## config.mk

```make
export PLATFORM = sky130hd
export DESIGN_NAME = hpi_div
export DESIGN_NICKNAME = d
export VERILOG_FILES = /design/src/hdl/hpi_pkg.sv /design/src/hdl/hpi_div.sv
export SDC_FILE = /design/constraint.sdc
export NUM_CORES = 2
export LEC_CHECK = 0
export ABC_CLOCK_PERIOD_IN_PS = 7900
export CAP_MARGIN = 5
export CELL_PAD_IN_SITES_DETAIL_PLACEMENT = 0
export CELL_PAD_IN_SITES_GLOBAL_PLACEMENT = 1
export CORE_UTILIZATION = 45
export CTS_CLUSTER_DIAMETER = 150
export DETAILED_ROUTE_END_ITERATION = 10
export DONT_BUFFER_PORTS = 1
export HOLD_SLACK_MARGIN = 0.06
export PLACE_DENSITY = 0.71
export SLEW_MARGIN = 20
export SYNTH_ARGS = -nofsm -noshare
export SYNTH_HDL_FRONTEND = slang
export SYNTH_SLANG_ARGS = --single-unit
```

## constraint.sdc

```tcl
create_clock -name clk_i -period 7.9 [get_ports clk_i]
set_clock_uncertainty 0.05 [all_clocks]
set_input_delay 1.185 -clock clk_i [delete_from_list [all_inputs] [get_ports clk_i]]
set_output_delay 1.185 -clock clk_i [all_outputs]
set_load 0.03 [all_outputs]
```

## src/hdl/hpi_pkg.sv

```systemverilog
// ============================================================================
// hpi_pkg
// Shared types, constants and constant-path helpers for the hexagonal
// position to pixel index core.
// ============================================================================
package hpi_pkg;

  // fixed-point layout: lengths in 2^-(FRAC_BITS+16) micrometre
  localparam int FRAC_BITS  = 4;
  localparam int INDEX_BITS = 10;
  localparam int GBITS      = FRAC_BITS + 16;
  localparam int POS_W      = 37 + FRAC_BITS;   // shifted position, signed
  localparam int DVW        = 24 + FRAC_BITS;   // divisor and remainder width
  localparam int QW         = 21;               // quotient magnitude bits
  localparam int IW         = QW + 3;           // signed row and column width
  localparam int CW         = DVW + 22;         // slope compare width, signed
  localparam int IDX_LIM    = 1 << INDEX_BITS;

  // sqrt(3) scaled by 2^16 and its derived factors
  localparam logic [16:0] SQ3          = 17'd113512;
  localparam logic signed [17:0] SQ3S  = 18'sd113512;
  localparam logic [15:0] SQ3_HALF     = 16'd56756;
  localparam logic [14:0] SQ3_QUARTER  = 15'd28378;
  localparam logic [15:0] LW_COEF      = 16'd37837;   // (SQ3 - 1) / 3
  localparam logic [16:0] DIV3_RECIP   = 17'd43691;   // 2^17 / 3 rounded up
  localparam int X_SHIFT_UM = 7;
  localparam int Y_SHIFT_UM = 25;

  // register reset values
  localparam logic [7:0]  PITCH_RST   = 8'd50;
  localparam logic [9:0]  ROW_MIN_RST = 10'd1;
  localparam logic [10:0] ROW_MAX_RST = 11'd138;
  localparam logic [9:0]  COL_MIN_RST = 10'd1;
  localparam logic [10:0] COL_MAX_RST = 11'd160;

  typedef enum logic [2:0] {
    CFG_PITCH   = 3'd0,
    CFG_ROW_MIN = 3'd1,
    CFG_ROW_MAX = 3'd2,
    CFG_COL_MIN = 3'd3,
    CFG_COL_MAX = 3'd4
  } cfg_idx_e;

  typedef struct packed {
    logic signed [19:0] x_pos;
    logic signed [19:0] y_pos;
  } hpi_in_t;

  typedef struct packed {
    logic [INDEX_BITS-1:0] row;
    logic [INDEX_BITS-1:0] col;
    logic                  in_range;
  } hpi_out_t;

  typedef struct packed {
    logic [9:0]  row_min;
    logic [10:0] row_max;
    logic [9:0]  col_min;
    logic [10:0] col_max;
  } bnd_t;

  // first level of derived constants (products)
  typedef struct packed {
    logic [7:0]     p;
    logic [23:0]    pxm;
    logic [18:0]    cxp;
    logic [DVW-1:0] lw;
    logic [18:0]    yrp;
  } l1_t;

  // second level of derived constants, used by the datapath
  typedef struct packed {
    logic [DVW-1:0]          px;
    logic [DVW-1:0]          pint;
    logic [DVW-1:0]          phalf;
    logic [DVW-1:0]          lw;
    logic [DVW-1:0]          l2;
    logic signed [POS_W-1:0] xadj;
    logic signed [POS_W-1:0] yadj;
  } l2_t;

  function automatic l1_t calc_l1(input logic [7:0] pitch, input logic [10:0] rmax,
                                  input logic [10:0] cmax);
    logic [7:0]  p;
    logic [15:0] pf;
    logic [31:0] pf_div;
    l1_t         r;
    p      = (pitch == 8'd0) ? 8'd1 : pitch;
    pf     = 16'(p) << FRAC_BITS;
    pf_div = 32'(pf) * 32'(DIV3_RECIP);
    r.p    = p;
    r.pxm  = 24'(p) * 24'(SQ3_HALF);
    r.cxp  = 19'(12'(cmax) + 12'd3) * 19'(p);
    // floor(p * SQ3 * 2^F / 3) split as p*37837*2^F + floor(p*2^F / 3)
    r.lw   = (DVW'(24'(p) * 24'(LW_COEF)) << FRAC_BITS) + DVW'(pf_div >> 17);
    r.yrp  = 19'(12'(rmax) + 12'd2) * 19'(p);
    return r;
  endfunction

  function automatic l2_t calc_l2(input l1_t a);
    logic [POS_W-1:0] xo;
    l2_t              r;
    xo      = (POS_W'(a.cxp) * POS_W'(SQ3_QUARTER)) << FRAC_BITS;
    r.px    = DVW'(a.pxm) << FRAC_BITS;
    r.pint  = DVW'(a.p) << GBITS;
    r.phalf = DVW'(a.p) << (GBITS - 1);
    r.lw    = a.lw;
    r.l2    = a.lw >> 1;
    r.xadj  = $signed(xo - POS_W'(a.lw) + (POS_W'(X_SHIFT_UM) << GBITS));
    r.yadj  = $signed((POS_W'(a.yrp) << (GBITS - 1)) + (POS_W'(Y_SHIFT_UM) << GBITS));
    return r;
  endfunction

endpackage

```

## src/hdl/hpi_div.sv

```systemverilog
// ============================================================================
// hpi_div
// Pipelined floor divider: one restoring quotient bit per stage, returns the
// floor quotient and the non-negative remainder.
// ============================================================================
module hpi_div #(
  parameter int PW = hpi_pkg::POS_W,
  parameter int DW = hpi_pkg::DVW,
  parameter int QB = hpi_pkg::QW
) (
  input  logic                 clk_i,
  input  logic                 rst_ni,
  input  logic                 vld_i,
  input  logic signed [PW-1:0] a_i,
  input  logic [DW-1:0]        b_i,
  output logic                 vld_o,
  output logic signed [QB:0]   q_o,
  output logic [DW-1:0]        r_o
);
  import hpi_pkg::*;

  logic [QB:0]   vld_q;
  logic [QB:0]   neg_q;
  logic [DW-1:0] rem_q [QB+1];
  logic [QB-1:0] lo_q  [QB+1];
  logic [QB-1:0] quo_q [QB+1];
  logic [PW-1:0] mag;
  logic [DW:0]   trial [QB];
  logic          ge    [QB];
  logic [DW-1:0] nrem  [QB];

  // negative dividends are divided as -a-1, then mirrored at the end
  assign mag = a_i[PW-1] ? ~a_i : a_i;

  // one trial subtraction per stage
  always_comb begin
    for (int k = 0; k < QB; k++) begin
      trial[k] = {rem_q[k], lo_q[k][QB-1]};
      ge[k]    = trial[k] >= {1'b0, b_i};
      nrem[k]  = ge[k] ? DW'(trial[k] - {1'b0, b_i}) : DW'(trial[k]);
    end
  end

  // valid chain
  always_ff @(posedge clk_i or negedge rst_ni) begin
    if (!rst_ni) begin
      vld_q <= '0;
      vld_o <= 1'b0;
    end else begin
      vld_q <= {vld_q[QB-1:0], vld_i};
      vld_o <= vld_q[QB];
    end
  end

  // stage payload
  always_ff @(posedge clk_i) begin
    rem_q[0] <= DW'(mag[PW-2:QB]);
    lo_q[0]  <= mag[QB-1:0];
    quo_q[0] <= '0;
    neg_q[0] <= a_i[PW-1];
    for (int k = 0; k < QB; k++) begin
      rem_q[k+1] <= nrem[k];
      lo_q[k+1]  <= lo_q[k] << 1;
      quo_q[k+1] <= {quo_q[k][QB-2:0], ge[k]};
      neg_q[k+1] <= neg_q[k];
    end
    q_o <= neg_q[QB] ? $signed(~{1'b0, quo_q[QB]}) : $signed({1'b0, quo_q[QB]});
    r_o <= neg_q[QB] ? (b_i - DW'(1) - rem_q[QB]) : rem_q[QB];
  end

endmodule

```

==> metrics.yaml <==
cts:
  clockBufferDepth: 3
  cts_tree: "built"
  cts_setup_buffers: 0
  path_clk_slew_ns: 0.06
  cts-root-buf: "clkbuf_16"
  cts_hold_buf: 1
  clkSinkCount: 1164
  cts_resized: 0
  htreeDepth: 4
  clk-insertion-delay-late_ns: 0.77
  numCtsBuffers: 131
critical_path:
  worstPathArrival_ns: 5.28
  crit_required_ns: 8.48
  cp-start-kind: "primary input"
  worstPathMaxFanout: 40
  rr_worst_depth: 11
  r2r_end: "rem_q[2][65]"
  criticalPathCategory: "primary input to register"
  critPathSlowestCell: "a31oi_4"
  max_stage_delay_ns: 0.83
  worstSetupStartpoint: "b_i[1]"
  r2r_slack_ns: 4.02
  setup.worst_path.end_class: "register"
  cp_cell_sequence: "inv_2 -> ha_1 -> nor2b_1 -> o31a_1 -> o2111ai_1 -> a21boi_0 -> o22a_1 -> a31oi_1 -> o21ai_1 -> a31oi_4 -> mux2_2"
  reg2reg_from: "rem_q[2][37]"
logic_synthesis:
  synth-edff-count: 0
  netlist_instances: 6533
  synth_top_area_share_pct: 37.7
  syn_nets: 7234
  yosysTopAreaCell: "dfxtp_1"
  synth_area_per_cell_um2: 9.26
  synth_seq_cells: 1164
  async_flop_share_pct: 1.98
  synth_ff_type: "dfxtp_1"
  netlist_top_cells_area: "dfxtp_1 (38%), ha_1 (13%), a21oi_1 (4.9%)"
  yosys.cell_types.count: 90
  synth.cell_area_mm2: 0.0605
  synth_seq_area_share_pct: 38.7
  yosysWarnings: 0
placement:
  pre_cts_ws_ns: 2.40
  gp_congestion: 0.912
  port_buffers: 0
  place_hpwl_um: 127000
drt:
  drc: 0
  wl_per_cell_um: 20.2
  antenna_left: 0
  highest_layer: "met4"
  vias: 47100
  drt_iter0_markers: 3328
  drt_wl_total_um: 170000
  route.met3.wl_um: 7750
  dr_wl_met2_um: 81100
  wl_met1_um: 74900
  dr.pass1.iters: 6
  vias_per_cell: 5.59
pwr:
  internal_power_mw: 18.4
  pwr-share-comb_pct: 49.0
  switchingPower_mw: 12.5
  p_leak_nw: 29.9
  power_density_mw_per_mm2: 460
  vdd.ir_drop.worst_v: 0.000228
  seq_power_share_pct: 30.7
  netSwitchingFraction_pct: 40.6
  clockPowerShare_pct: 20.3
cells_and_area:
  multi_input_area_mm2: 0.0357
  layout.nets: 7249
  fillers: 12600
  regArea_mm2: 0.0234
  syn_to_final_growth_pct: 11.0
  final_cell_mix: "dfxtp_1 (1,140), ha_1 (607), a21oi_1 (596), nand2_1 (507), o21ai_0 (473)"
  layout_commonest_cell: "dfxtp_1"
  drive_above_1_share_pct: 8.48
sta:
  fin_crit_ns: 4.70
  worst_slew_pin_slew_ns: 1.02
  slew_headroom_pct: 32.1
  hold_violations: 0
  finalSetupViolations: 0
  period_share_pct: 59.5
  fin_ws_ns: 3.20
  drv_slew: 0
  rsz0062_at_grt: "false"
  fmax_mhz: 213
  tns_ns: 0
global_routing:
  grt_pass1_vias: 45900
  grt_pass1_wl_um: 262000
  track_usage_pct: 24.7
  grt_max_degree: 56
  antenna_found_initial: 7
  grt-ovfl-total: 0
die:
  die-area_mm2: 0.136
  die_w_um: 369
  dieHeight_um: 369
  core_area_mm2: 0.133
  ios: 123
  start_util_pct: 45.4
  rows: 134
status:
  status: "finished clean"
worst_hold_path:
  hold_start: "lo_q[0][55]"
  whs_endpoint: "lo_q[0][77]"
  hold_path_class: "register to register"
  hold_depth: 0
job:
  drv_cap: 0
## synth_stat cells, types with 15 or more instances
| cell type | n |
|---|---|
| a211oi_1 | 43 |
| a31oi_1 | 62 |
| clkbuf_1 | 140 |
| o21a_1 | 62 |
| buf_2 | 20 |
| o21ai_0 | 474 |
| a21o_1 | 336 |
| a21oi_1 | 598 |
| nand2_1 | 507 |
| a21boi_0 | 31 |
| fa_1 | 22 |
| nand4_1 | 92 |
| mux2i_1 | 24 |
| o31ai_1 | 31 |
| dfrtp_1 | 23 |
| mux2_1 | 32 |
| o21ai_1 | 26 |
| a211o_1 | 27 |
| or2_2 | 16 |
| nand3_1 | 115 |
| nor4_1 | 26 |
| nand2b_1 | 72 |
| nor3_1 | 82 |
| and3_1 | 62 |
| o21bai_1 | 66 |
| dfxtp_1 | 1141 |
| o31a_1 | 15 |
| o211ai_1 | 28 |
| and2_1 | 21 |
| and4_1 | 20 |
| nor2b_1 | 83 |
| xnor2_1 | 306 |
| inv_1 | 234 |
| mux2_2 | 203 |
| ha_1 | 607 |
| xor2_1 | 261 |
| or3_1 | 23 |
| nor2_1 | 377 |
## routing by layer
layer  vias up  track usage (%)
met3       299             3.71
met1     22200             30.9
met5         -                0
met2      1048             42.6
met4         0             9.34
li1      23600                -
## worst max-delay path by stage
stage                     slack [ns]             to
after floorplan                 3.42   rem_q[2][49]
after global placement          2.43   rem_q[2][38]
after detailed placement        2.40   rem_q[2][47]
after CTS                       3.20   rem_q[2][47]
after global routing            2.99  rem_q[0][116]
final                           3.20  rem_q[0][116]
## metrics by stage
step,instance area (um2),util [%],power (mW),hold WS (ns),std cells
6_report,67200,50.3,30.9,0.252,8426
3_3_place_gp,62600,46.9,24.5,0.259,8181
3_5_place_dp,62600,46.9,24.5,0.262,8181
5_1_grt,67200,50.3,33.2,0.261,8425
4_1_cts,67100,50.3,31.0,0.262,8419
2_1_floorplan,60500,-,20.9,0.260,6533
## power by group through the flow
| stage | sequential [mW] | combinational [mW] | clock, mW |
|---|---|---|---|
| finish | 9.50 | 15.1 | 6.26 |
| global route | 9.65 | 16.9 | 6.69 |
| CTS | 9.51 | 15.0 | 6.45 |
| detailed placement | 9.62 | 14.9 | 0 |
| global placement | 9.64 | 14.8 | 0 |
| floorplan | 8.91 | 11.9 | 0 |
## state kept, by name (all words and copies together) (netlist names)
name,cells
q_o,22
vld_q,22
lo_q,231
rem_q,607
neg_q,22
quo_q,231
r_o,28
vld_o,1
## cells by family (layout without fill, tap and decap cells)
logic type,after synthesis,after routing,share of synthesized area [%]
XOR/XNOR,567,567,8.20
AND/OR/NAND/NOR,1533,1533,12.0
AO/OA/AOI/OAI,1973,1973,20.5
buffers and inverters,408,527,2.63
other,0,6,0
flip-flops,1164,1164,38.7
adder cells (fa/ha/maj),629,629,13.3
multiplexers,259,259,4.77
## critical path, delay by kind of cell
kind | cells | cell delay (ns)
AOI/OAI and AO/OA | 7 | 2.44
adders and majority gates | 1 | 0.37
buffers and inverters | 1 | 0.65
muxes | 1 | 0.42
and+or+nand+nor | 1 | 0.14
## layout make-up
class,count,area share (%)
multi-input combinational,4961,53.1
sequential,1164,34.9
clock buffer,173,5.52
tap,1768,3.29
inverter,234,1.31
clock inverter,64,1.21
timing repair buffer,56,0.652
antenna,6,0.0224
(Power assumes the default switching activity.)
