## config.mk

```make
export PLATFORM = sky130hd
export DESIGN_NAME = hpi_cfg
export DESIGN_NICKNAME = d
export VERILOG_FILES = /design/src/hdl/hpi_pkg.sv /design/src/hdl/hpi_cfg.sv
export SDC_FILE = /design/constraint.sdc
export NUM_CORES = 1
export LEC_CHECK = 0
export BUFFER_PORTS_ARGS = -buffer_cell sky130_fd_sc_hd__buf_2
export CAP_MARGIN = 20
export CORE_MARGIN = 8
export CORE_UTILIZATION = 35
export DETAILED_ROUTE_END_ITERATION = 10
export PLACE_DENSITY = 0.61
export SETUP_SLACK_MARGIN = 0.2
export SYNTH_ARGS = -nofsm -noshare
export SYNTH_HDL_FRONTEND = slang
export SYNTH_SLANG_ARGS = --single-unit
```

## constraint.sdc

```tcl
create_clock -name clk_i -period 10.65 [get_ports clk_i]
set_input_delay 0.5325 -clock clk_i [delete_from_list [all_inputs] [get_ports clk_i]]
set_output_delay 0.5325 -clock clk_i [all_outputs]
set_load 0.03 [all_outputs]
```

## src/hdl/hpi_pkg.sv

```systemverilog
// ============================================================================
// hpi_pkg
// Shared types, constants and constant-path helpers for the hexagonal
// position to pixel index core.
// ============================================================================
package hpi_pkg;

  // fixed-point layout: lengths in 2^-(FRAC_BITS+16) micrometre
  localparam int FRAC_BITS  = 4;
  localparam int INDEX_BITS = 10;
  localparam int GBITS      = FRAC_BITS + 16;
  localparam int POS_W      = 37 + FRAC_BITS;   // shifted position, signed
  localparam int DVW        = 24 + FRAC_BITS;   // divisor and remainder width
  localparam int QW         = 21;               // quotient magnitude bits
  localparam int IW         = QW + 3;           // signed row and column width
  localparam int CW         = DVW + 22;         // slope compare width, signed
  localparam int IDX_LIM    = 1 << INDEX_BITS;

  // sqrt(3) scaled by 2^16 and its derived factors
  localparam logic [16:0] SQ3          = 17'd113512;
  localparam logic signed [17:0] SQ3S  = 18'sd113512;
  localparam logic [15:0] SQ3_HALF     = 16'd56756;
  localparam logic [14:0] SQ3_QUARTER  = 15'd28378;
  localparam logic [15:0] LW_COEF      = 16'd37837;   // (SQ3 - 1) / 3
  localparam logic [16:0] DIV3_RECIP   = 17'd43691;   // 2^17 / 3 rounded up
  localparam int X_SHIFT_UM = 7;
  localparam int Y_SHIFT_UM = 25;

  // register reset values
  localparam logic [7:0]  PITCH_RST   = 8'd50;
  localparam logic [9:0]  ROW_MIN_RST = 10'd1;
  localparam logic [10:0] ROW_MAX_RST = 11'd138;
  localparam logic [9:0]  COL_MIN_RST = 10'd1;
  localparam logic [10:0] COL_MAX_RST = 11'd160;

  typedef enum logic [2:0] {
    CFG_PITCH   = 3'd0,
    CFG_ROW_MIN = 3'd1,
    CFG_ROW_MAX = 3'd2,
    CFG_COL_MIN = 3'd3,
    CFG_COL_MAX = 3'd4
  } cfg_idx_e;

  typedef struct packed {
    logic signed [19:0] x_pos;
    logic signed [19:0] y_pos;
  } hpi_in_t;

  typedef struct packed {
    logic [INDEX_BITS-1:0] row;
    logic [INDEX_BITS-1:0] col;
    logic                  in_range;
  } hpi_out_t;

  typedef struct packed {
    logic [9:0]  row_min;
    logic [10:0] row_max;
    logic [9:0]  col_min;
    logic [10:0] col_max;
  } bnd_t;

  // first level of derived constants (products)
  typedef struct packed {
    logic [7:0]     p;
    logic [23:0]    pxm;
    logic [18:0]    cxp;
    logic [DVW-1:0] lw;
    logic [18:0]    yrp;
  } l1_t;

  // second level of derived constants, used by the datapath
  typedef struct packed {
    logic [DVW-1:0]          px;
    logic [DVW-1:0]          pint;
    logic [DVW-1:0]          phalf;
    logic [DVW-1:0]          lw;
    logic [DVW-1:0]          l2;
    logic signed [POS_W-1:0] xadj;
    logic signed [POS_W-1:0] yadj;
  } l2_t;

  function automatic l1_t calc_l1(input logic [7:0] pitch, input logic [10:0] rmax,
                                  input logic [10:0] cmax);
    logic [7:0]  p;
    logic [15:0] pf;
    logic [31:0] pf_div;
    l1_t         r;
    p      = (pitch == 8'd0) ? 8'd1 : pitch;
    pf     = 16'(p) << FRAC_BITS;
    pf_div = 32'(pf) * 32'(DIV3_RECIP);
    r.p    = p;
    r.pxm  = 24'(p) * 24'(SQ3_HALF);
    r.cxp  = 19'(12'(cmax) + 12'd3) * 19'(p);
    // floor(p * SQ3 * 2^F / 3) split as p*37837*2^F + floor(p*2^F / 3)
    r.lw   = (DVW'(24'(p) * 24'(LW_COEF)) << FRAC_BITS) + DVW'(pf_div >> 17);
    r.yrp  = 19'(12'(rmax) + 12'd2) * 19'(p);
    return r;
  endfunction

  function automatic l2_t calc_l2(input l1_t a);
    logic [POS_W-1:0] xo;
    l2_t              r;
    xo      = (POS_W'(a.cxp) * POS_W'(SQ3_QUARTER)) << FRAC_BITS;
    r.px    = DVW'(a.pxm) << FRAC_BITS;
    r.pint  = DVW'(a.p) << GBITS;
    r.phalf = DVW'(a.p) << (GBITS - 1);
    r.lw    = a.lw;
    r.l2    = a.lw >> 1;
    r.xadj  = $signed(xo - POS_W'(a.lw) + (POS_W'(X_SHIFT_UM) << GBITS));
    r.yadj  = $signed((POS_W'(a.yrp) << (GBITS - 1)) + (POS_W'(Y_SHIFT_UM) << GBITS));
    return r;
  endfunction

endpackage

```

## src/hdl/hpi_cfg.sv

```systemverilog
// ============================================================================
// hpi_cfg
// Configuration registers and the two-level registered constant path that
// derives pitch-dependent lengths and origin offsets.
// ============================================================================
module hpi_cfg (
  input  logic          clk_i,
  input  logic          rst_ni,
  input  logic          cfg_we_i,
  input  logic [2:0]    cfg_idx_i,
  input  logic [10:0]   cfg_wdata_i,
  output hpi_pkg::bnd_t bnd_o,
  output hpi_pkg::l2_t  k_o
);
  import hpi_pkg::*;

  logic [7:0] pitch_q;
  bnd_t       bnd_q;
  l1_t        l1_q;
  l2_t        l2_q;

  // register writes
  always_ff @(posedge clk_i or negedge rst_ni) begin
    if (!rst_ni) begin
      pitch_q       <= PITCH_RST;
      bnd_q.row_min <= ROW_MIN_RST;
      bnd_q.row_max <= ROW_MAX_RST;
      bnd_q.col_min <= COL_MIN_RST;
      bnd_q.col_max <= COL_MAX_RST;
    end else if (cfg_we_i) begin
      unique case (cfg_idx_e'(cfg_idx_i))
        CFG_PITCH:   pitch_q       <= cfg_wdata_i[7:0];
        CFG_ROW_MIN: bnd_q.row_min <= cfg_wdata_i[9:0];
        CFG_ROW_MAX: bnd_q.row_max <= cfg_wdata_i;
        CFG_COL_MIN: bnd_q.col_min <= cfg_wdata_i[9:0];
        CFG_COL_MAX: bnd_q.col_max <= cfg_wdata_i;
        default: ;
      endcase
    end
  end

  // derived constants, registered through l1_q and then l2_q after a write
  always_ff @(posedge clk_i or negedge rst_ni) begin
    if (!rst_ni) begin
      l1_q <= calc_l1(PITCH_RST, ROW_MAX_RST, COL_MAX_RST);
      l2_q <= calc_l2(calc_l1(PITCH_RST, ROW_MAX_RST, COL_MAX_RST));
    end else begin
      l1_q <= calc_l1(pitch_q, bnd_q.row_max, bnd_q.col_max);
      l2_q <= calc_l2(l1_q);
    end
  end

  assign bnd_o = bnd_q;
  assign k_o   = l2_q;

endmodule

```

==> flow_summary.toml, run 1 <==
[floorplan]
rows = 103
core_mm2 = 0.0787
die_h_um = 298
ioPinCount = 281
initial_core_util = 0.353
chipWidth_um = 298
dieArea_mm2 = 0.0886

[placed_design]
place_area_mm2 = 0.0296
numPortBuffers = 212
place_ws_ns = 2.44
placed_cells = 3975
hpwlAfterDp_um = 53700
gp_congestion = 0.910

[routing]
firstDrtPassIters = 7
drtIter0Drc = 998
remaining_drc_errors = 0
vias = 18831
routed_wl_um = 65300
post_drt_via_cell_ratio = 4.66
ant_nets = 0
post_drt_wl_per_cell_um = 16.2

[critical_path]
cp_max_fo = 7
r2r-start = "l1_q[51]"
reg2reg_depth = 28
cpLargestDelayFamily = "adder cells"
r2r-end = "k_o[78]"
cp.arrival_ns = 8.61
crit_buf_inv = 4
timing.critical_path.from_type = "register"
path_common_cell = "fa_1"
critPathLaunch = "l1_q[51]"
critical_path_class = "reg -> reg"
cp-endpoint = "k_o[78]"
worst-path-stages = 28
ff2ff_setup_slack_ns = 2.44
cp.required_ns = 11.05
slowest_stage = "dfstp_2"
end_kind = "register"
slowest_delay_ns = 0.59

[sta]
period_minus_slack_ns = 8.21
drv_slew = 0
timing.final.crit_share = 0.771
clock.fmax_ghz = 0.122
setup_viol = 0
finalHoldViolations = 0
setup_tns_ns = 0
rsz0062_at_grt = "false"
setup_slack_ns = 2.44
worst_pin_slew_ns = 0.959
relSlewSlack = 0.355
skew_ns = 0.0325

[final_layout]
drive_above_1_share = 0.158
finalNetCount = 3657
final_common_cell = "inv_1"
final_design_area_no_fill_mm2 = 0.0308
areaGrowthSynthToFinish_pct = 10.8
finalNonFillerCells = 4039
antenna_cells = 0
num-fill-cells = 7748
final_cell_mix = "521 x inv_1, 357 x ha_1, 319 x fa_1"

[synth]
ys_seq_area_frac = 0.238
yosysWarnings = 0
synth_seq_cells = 259
ys_types = 89
syn_inst = 2780
syn_area_per_cell_um2 = 9.98
synth_top_cell_by_area = "fa_1"
ys_async_sr_fraction = 1.00
synthFlopType = "dfrtp_1"
ys_top_cells_by_area = "fa_1 23%, ha_1 16%, dfrtp_1 14%"
synth_top_area_share = 0.230
syn-cell-area_mm2 = 0.0278
synth_edf_count = 0

[global_route]
grt_start_max_net_pins = 77
grt_use_met3 = 0.0320
met1_usage = 0.201
grt_pass1_vias = 19780
grt_overflow_total = 0
grtUsageMet2 = 0.242
grtUsageTotal = 0.147
antenna_found_initial = 1
top_usage_layer = "met2"
grt_first_pass_wirelength_um = 107000

[run]
max_cap_violations = 0

[clock_tree]
cts_resized = 0
h-tree-depth = 2
insertion_delay_ns = 0.55
cts_tree = "yes"
cts_buffer_depth = 3
cts-buffers-inserted = 34
clock_tree.root_cell = "clkbuf_16"
postCtsHoldBufs = 1
cts_num_sinks = 259
cts_setup_buffers = 0
path_clk_slew_ns = 0.06

[hold_path]
holdCritPathClass = "in -> reg"

[outcome]
status = "finished clean"
## metrics by stage
| stage | hold slack, ns | utilization |
|---|---|---|
| after floorplan | 0.237 | - |
| after CTS | 0.223 | 0.390 |
| after detailed placement | 0.336 | 0.375 |
| after global routing | 0.236 | 0.391 |
| final | 0.247 | 0.391 |
| after global placement | 0.333 | 0.375 |
## worst min-delay path by stage
stage,from,to,slack (ns),depth (start not counted)
final,cfg_wdata_i[10],bnd_o[10],0.25,2
after global routing,cfg_wdata_i[10],bnd_o[10],0.24,2
after CTS,cfg_wdata_i[10],bnd_o[10],0.22,2
after detailed placement,l1_q[97],k_o[164],0.34,0
after global placement,l1_q[96],k_o[163],0.33,0
after floorplan,rst_ni,bnd_o[0],0.24,0
## sequential cells by signal, summed over array words and instances, names as in the netlist
register  flops
pitch_q       8
k_o         115
l1_q         94
bnd_o        42
## area by class of cell
cell class                 instances  area (um^2)  area share
clock buffer                      41          938      0.0305
clock inverter                    20          238     0.00773
inverter                         522         1960      0.0637
multi-input combinational       1920        18500       0.602
sequential                       259         6610       0.215
tap                             1050         1310      0.0427
timing repair buffer             227         1190      0.0386
## routing by layer
| metal | part of all wire | wire length (um) |
|---|---|---|
| met1 | 0.47 | 30500 |
| met3 | 0.055 | 3620 |
| met4 | 0.013 | 876 |
| met2 | 0.47 | 30400 |
| met5 | 0 | 0 |
## worst register-to-register path, delay by kind of cell (launching register included)
family	cells	cell delay (ns)
compound gates	8	1.44
xor+xnor	3	0.74
fa+ha+maj	8	3.72
buf+inv	4	0.24
flops	1	0.59
simple gates	5	1.35
## cells in the mapped netlist (37+ instances only)
cell,n
inv_1,521
nand3_1,37
ha_1,357
xnor2_1,133
dfrtp_1,158
nor2_1,136
fa_1,319
mux2_2,42
a21oi_1,101
nand2_1,202
buf_4,107
xor2_1,59
and2_1,57
dfstp_2,101
o21ai_0,76
## logic make-up (layout without fill, tap and decap cells)
group                      Yosys count  after routing  synth area share
adders and majority gates          676            676             0.391
buffers and inverters              668            810             0.105
and+or+nand+nor                    578            578             0.100
AOI/OAI and AO/OA                  359            359            0.0856
DFF                                259            259             0.238
xor gates and xnor gates           193            193            0.0614
muxes                               46             46            0.0185
other                                1             68          0.000135
Power of run 1 is not shown: default switching activity piles up to over one toggle a cycle in this logic, so the estimate is an artifact.
==> inputs of run 2 (changes only) <==
==> constraint.sdc (replaced) <==
create_clock -name clk_i -period 7.7 [get_ports clk_i]
set_input_delay 0.385 -clock clk_i [delete_from_list [all_inputs] [get_ports clk_i]]
set_output_delay 0.385 -clock clk_i [all_outputs]
set_load 0.03 [all_outputs]
==> flow_summary.toml, run 2 (synthesis gave the netlist of run 1 again) <==
[floorplan]
core_mm2 = 0.0787
chipWidth_um = 298
dieArea_mm2 = 0.0886
initial_core_util = 0.353
rows = 103
die_h_um = 298
ioPinCount = 281

[final_layout]
final_cell_mix = "507 x inv_1, 335 x ha_1, 317 x fa_1"
drive_above_1_share = 0.218
largest_register_ffs = 115
finalNetCount = 3765
final_common_cell = "inv_1"
areaGrowthSynthToFinish_pct = 15.5

[critical_path]
cp.arrival_ns = 7.94
critical_path_class = "reg -> reg"
end_kind = "register"
slowest_stage = "dfstp_2"
cp.required_ns = 8.15
path_common_cell = "inv_1"
cp_max_fo = 6
timing.critical_path.from_type = "register"
slowest_delay_ns = 0.64

[clock_tree]
cts-buffers-inserted = 30
cts_num_sinks = 259
cts_buffer_depth = 3
h-tree-depth = 1
cts_tree = "yes"
insertion_delay_ns = 0.58
clock_tree.root_cell = "clkbuf_16"
path_clk_slew_ns = 0.06

[hold_path]
holdCritPathClass = "in -> reg"

[placed_design]
place_ws_ns = -0.119
hpwlAfterDp_um = 54600
gp_congestion = 0.896
numPortBuffers = 212

[global_route]
grt_start_max_net_pins = 90
grt_overflow_total = 0
grt_pass1_vias = 20081
antenna_found_initial = 1
grt_first_pass_wirelength_um = 108000
grtUsageTotal = 0.148

[routing]
firstDrtPassIters = 5
routed_wl_um = 66700
vias = 19246
post_drt_via_cell_ratio = 4.64
ant_nets = 0
remaining_drc_errors = 0
post_drt_wl_per_cell_um = 16.1
drtIter0Drc = 937

[sta]
period_minus_slack_ns = 7.49
setup_viol = 0
timing.final.crit_share = 0.973
finalHoldViolations = 0
relSlewSlack = 0.436
worst_pin_slew_ns = 0.839
clock.fmax_ghz = 0.134
drv_slew = 0
setup_slack_ns = 0.210
skew_ns = 0.0215
rsz0062_at_grt = "true"

[outcome]
status = "finished clean"

[run]
max_cap_violations = 0
-- run 2: through the flow --
step	utilization	hold slack (ns)	TNS (ns)	cells	instance area, um^2
floorplan	-	0.0894	0	2847	28100
detailed placement	0.383	0.336	-0.191	4046	30200
global route	0.407	0.0313	-0.102	4145	32100
CTS	0.400	0.0138	0	4119	31500
global placement	0.383	0.333	-0.0161	4046	30200
finish	0.407	0.0611	0	4146	32100
-- run 2: path summary, 6_finish.rpt --
kind | to | slack, ns | start | depth (start not counted)
min in group asynchronous | k_o[59] | 0.40 | rst_ni | 2
worst min register to register | k_o[163] | 0.34 | l1_q[96] | 0
max in group asynchronous | pitch_q[6] | 5.36 | rst_ni | 4
worst max-delay path | k_o[78] | 0.21 | l1_q[53] | 30
worst min-delay path | bnd_o[10] | 0.06 | cfg_wdata_i[10] | 2
worst max register to register | k_o[78] | 0.21 | l1_q[53] | 30
-- run 2: layout make-up --
class | count | area [um^2]
antenna | 1 | 2.50
clock buffer | 45 | 868
timing repair buffer | 339 | 2050
inverter | 522 | 1960
fill | 7748 | 46700
clock inverter | 10 | 108
sequential | 259 | 6610
tap | 1050 | 1310
multi-input combinational | 1920 | 19100
-- run 2: worst max-delay path, delay by kind of cell (launching register included) --
family                     cells  cell delay (ns)
adders and majority gates      8             2.98
and+or+nand+nor                6             1.61
AOI/OAI and AO/OA              7             1.12
DFF                            1             0.64
buffers and inverters          7             0.60
xor gates and xnor gates       2             0.41
-- run 2: timing repair --
item | CTS | global route
pin swaps | 29 | 76
resized for setup | 39 | 93
setup endpoints to repair | 9 | 19
buffers inserted | 17 | 26
hold buffers | 1 | 0
cloned | 0 | 0
endpoints found under the hold margin | 50 | 0
-- run 2: layer usage --
layer	global-route usage	part of all wire	vias up
met1	0.200	0.46	9541
met5	0	0	-
met4	0.0271	0.016	0
met3	0.0276	0.048	61
li1	-	-	9324
met2	0.248	0.47	320
Power of run 2 is left out for the same reason.
==> inputs of run 3 (changes only) <==
--- a/config.mk
+++ b/config.mk
@@ -10,7 +10,7 @@
 export CORE_MARGIN = 8
 export CORE_UTILIZATION = 35
 export DETAILED_ROUTE_END_ITERATION = 10
-export PLACE_DENSITY = 0.61
+export PLACE_DENSITY = 0.63
 export SETUP_SLACK_MARGIN = 0.2
 export SYNTH_ARGS = -nofsm -noshare
 export SYNTH_HDL_FRONTEND = slang
==> constraint.sdc (replaced) <==
create_clock -name clk_i -period 6.04 [get_ports clk_i]
set_input_delay 0.302 -clock clk_i [delete_from_list [all_inputs] [get_ports clk_i]]
set_output_delay 0.302 -clock clk_i [all_outputs]
set_load 0.03 [all_outputs]
==> flow_summary.toml, run 3 (synthesis gave the netlist of run 1 again) <==
[sta]
clock.fmax_ghz = 0.133
setup_slack_ns = -1.47
worst_pin_slew_ns = 1.05
relSlewSlack = 0.297
timing.final.crit_share = 1.24
finalHoldViolations = 0
period_minus_slack_ns = 7.51
rsz0062_at_grt = "true"
drv_slew = 0
skew_ns = 0.0368
setup_viol = 20

[hold_path]
holdCritPathClass = "in -> reg"
holdCritStartpoint = "cfg_wdata_i[2]"

[critical_path]
path_common_cell = "buf_4"
slowest_delay_ns = 0.59
cp.required_ns = 6.46
r2r-start = "l1_q[53]"
end_kind = "register"
critical_path_class = "reg -> reg"
critPathLaunch = "l1_q[53]"
cp_max_fo = 5
cp.arrival_ns = 7.92
timing.critical_path.from_type = "register"
slowest_stage = "dfstp_2"

[global_route]
antenna_found_initial = 0
grt_start_max_net_pins = 155
grt_overflow_total = 0
grtUsageTotal = 0.157
grt_pass1_vias = 22288
grt_first_pass_wirelength_um = 115000

[floorplan]
die_h_um = 298
ioPinCount = 281
initial_core_util = 0.353
rows = 103
core_mm2 = 0.0787
dieArea_mm2 = 0.0886
chipWidth_um = 298

[routing]
firstDrtPassIters = 5
post_drt_wl_per_cell_um = 15.6
remaining_drc_errors = 0
routed_wl_um = 70400
post_drt_via_cell_ratio = 4.58
vias = 20706
ant_nets = 0
drtIter0Drc = 931

[final_layout]
final_cell_mix = "490 x inv_1, 435 x buf_4, 326 x ha_1"
drive_above_1_share = 0.341
antenna_cells = 0
final_common_cell = "inv_1"
largest_register_ffs = 115
areaGrowthSynthToFinish_pct = 30.3
finalNetCount = 4136

[clock_tree]
clock_tree.root_cell = "clkbuf_16"
cts_tree = "yes"
cts_buffer_depth = 3
path_clk_slew_ns = 0.06
cts-buffers-inserted = 34
insertion_delay_ns = 0.57
cts_num_sinks = 259
h-tree-depth = 2

[outcome]
failed_checks = "setup timing"
status = "finished with violations"

[run]
max_cap_violations = 0

[placed_design]
numPortBuffers = 212
gp_congestion = 0.887
hpwlAfterDp_um = 56900
place_ws_ns = -1.54
## run 3: cell types whose count changed in the layout (fill, tap and decap cells not counted), moves of 15 or more
cell     before  now
a21oi_1      88   66
a21oi_2      17   35
buf_4       121  435
buf_6         5   44
inv_1       507  490
o21ai_0      69   48
o21ai_1      10   25
xnor2_1     130  113
## run 3: worst max-delay path, delay by kind of cell (launching register included)
family | cells | cell delay, ns
compound gates | 3 | 0.52
flops | 1 | 0.59
xor+xnor | 2 | 0.48
buf+inv | 15 | 1.54
simple gates | 5 | 1.21
fa+ha+maj | 7 | 3.05
## run 3: cell type report
class,count,area (um^2)
Multi-Input combinational cell,1920,20100
Sequential cell,259,6610
Timing Repair Buffer,706,5050
Clock inverter,15,134
Inverter,522,1970
Clock buffer,46,957
Tap cell,1050,1310
Fill cell,7415,42600
## run 3: through the flow
stage,util,std cells,instance area (um^2),hold slack [ns],setup TNS [ns]
final,0.459,4518,36200,0.0582,-19.73
after global routing,0.459,4518,36200,0.0587,-26.31
after CTS,0.449,4481,35300,0.0316,-18.10
after detailed placement,0.416,4356,32800,0.335,-19.79
after global placement,0.416,4356,32800,0.334,-17.83
after floorplan,-,2847,28400,0.00641,-12.67
## run 3: metal layers
| metal | vias to the layer above | track usage | routed length (um) |
|---|---|---|---|
| met5 | - | 0 | 0 |
| met4 | 0 | 0.0467 | 2050 |
| met3 | 123 | 0.0318 | 3500 |
| met2 | 416 | 0.263 | 33400 |
| met1 | 10083 | 0.205 | 31500 |
| li1 | 10084 | - | - |
## run 3: final timing paths
kind                                    to  slack [ns]  cells past startpoint
min in group asynchronous         l1_q[44]        0.39                      2
worst max-delay path               k_o[78]       -1.47                     32
worst min register to register    k_o[205]        0.34                      0
max in group asynchronous          k_o[23]        4.20                      3
worst max register to register     k_o[78]       -1.47                     32
worst min-delay path            pitch_q[2]        0.06                      3
## run 3: repair_timing
action	in CTS	in global routing
setup buffers	58	36
hold buffers	6	0
pin swaps	116	113
hold endpoints to repair	66	0
gates resized for setup	203	136
gates cloned	0	0
endpoints found under the setup margin	39	55
Power of run 3 is left out for the same reason.
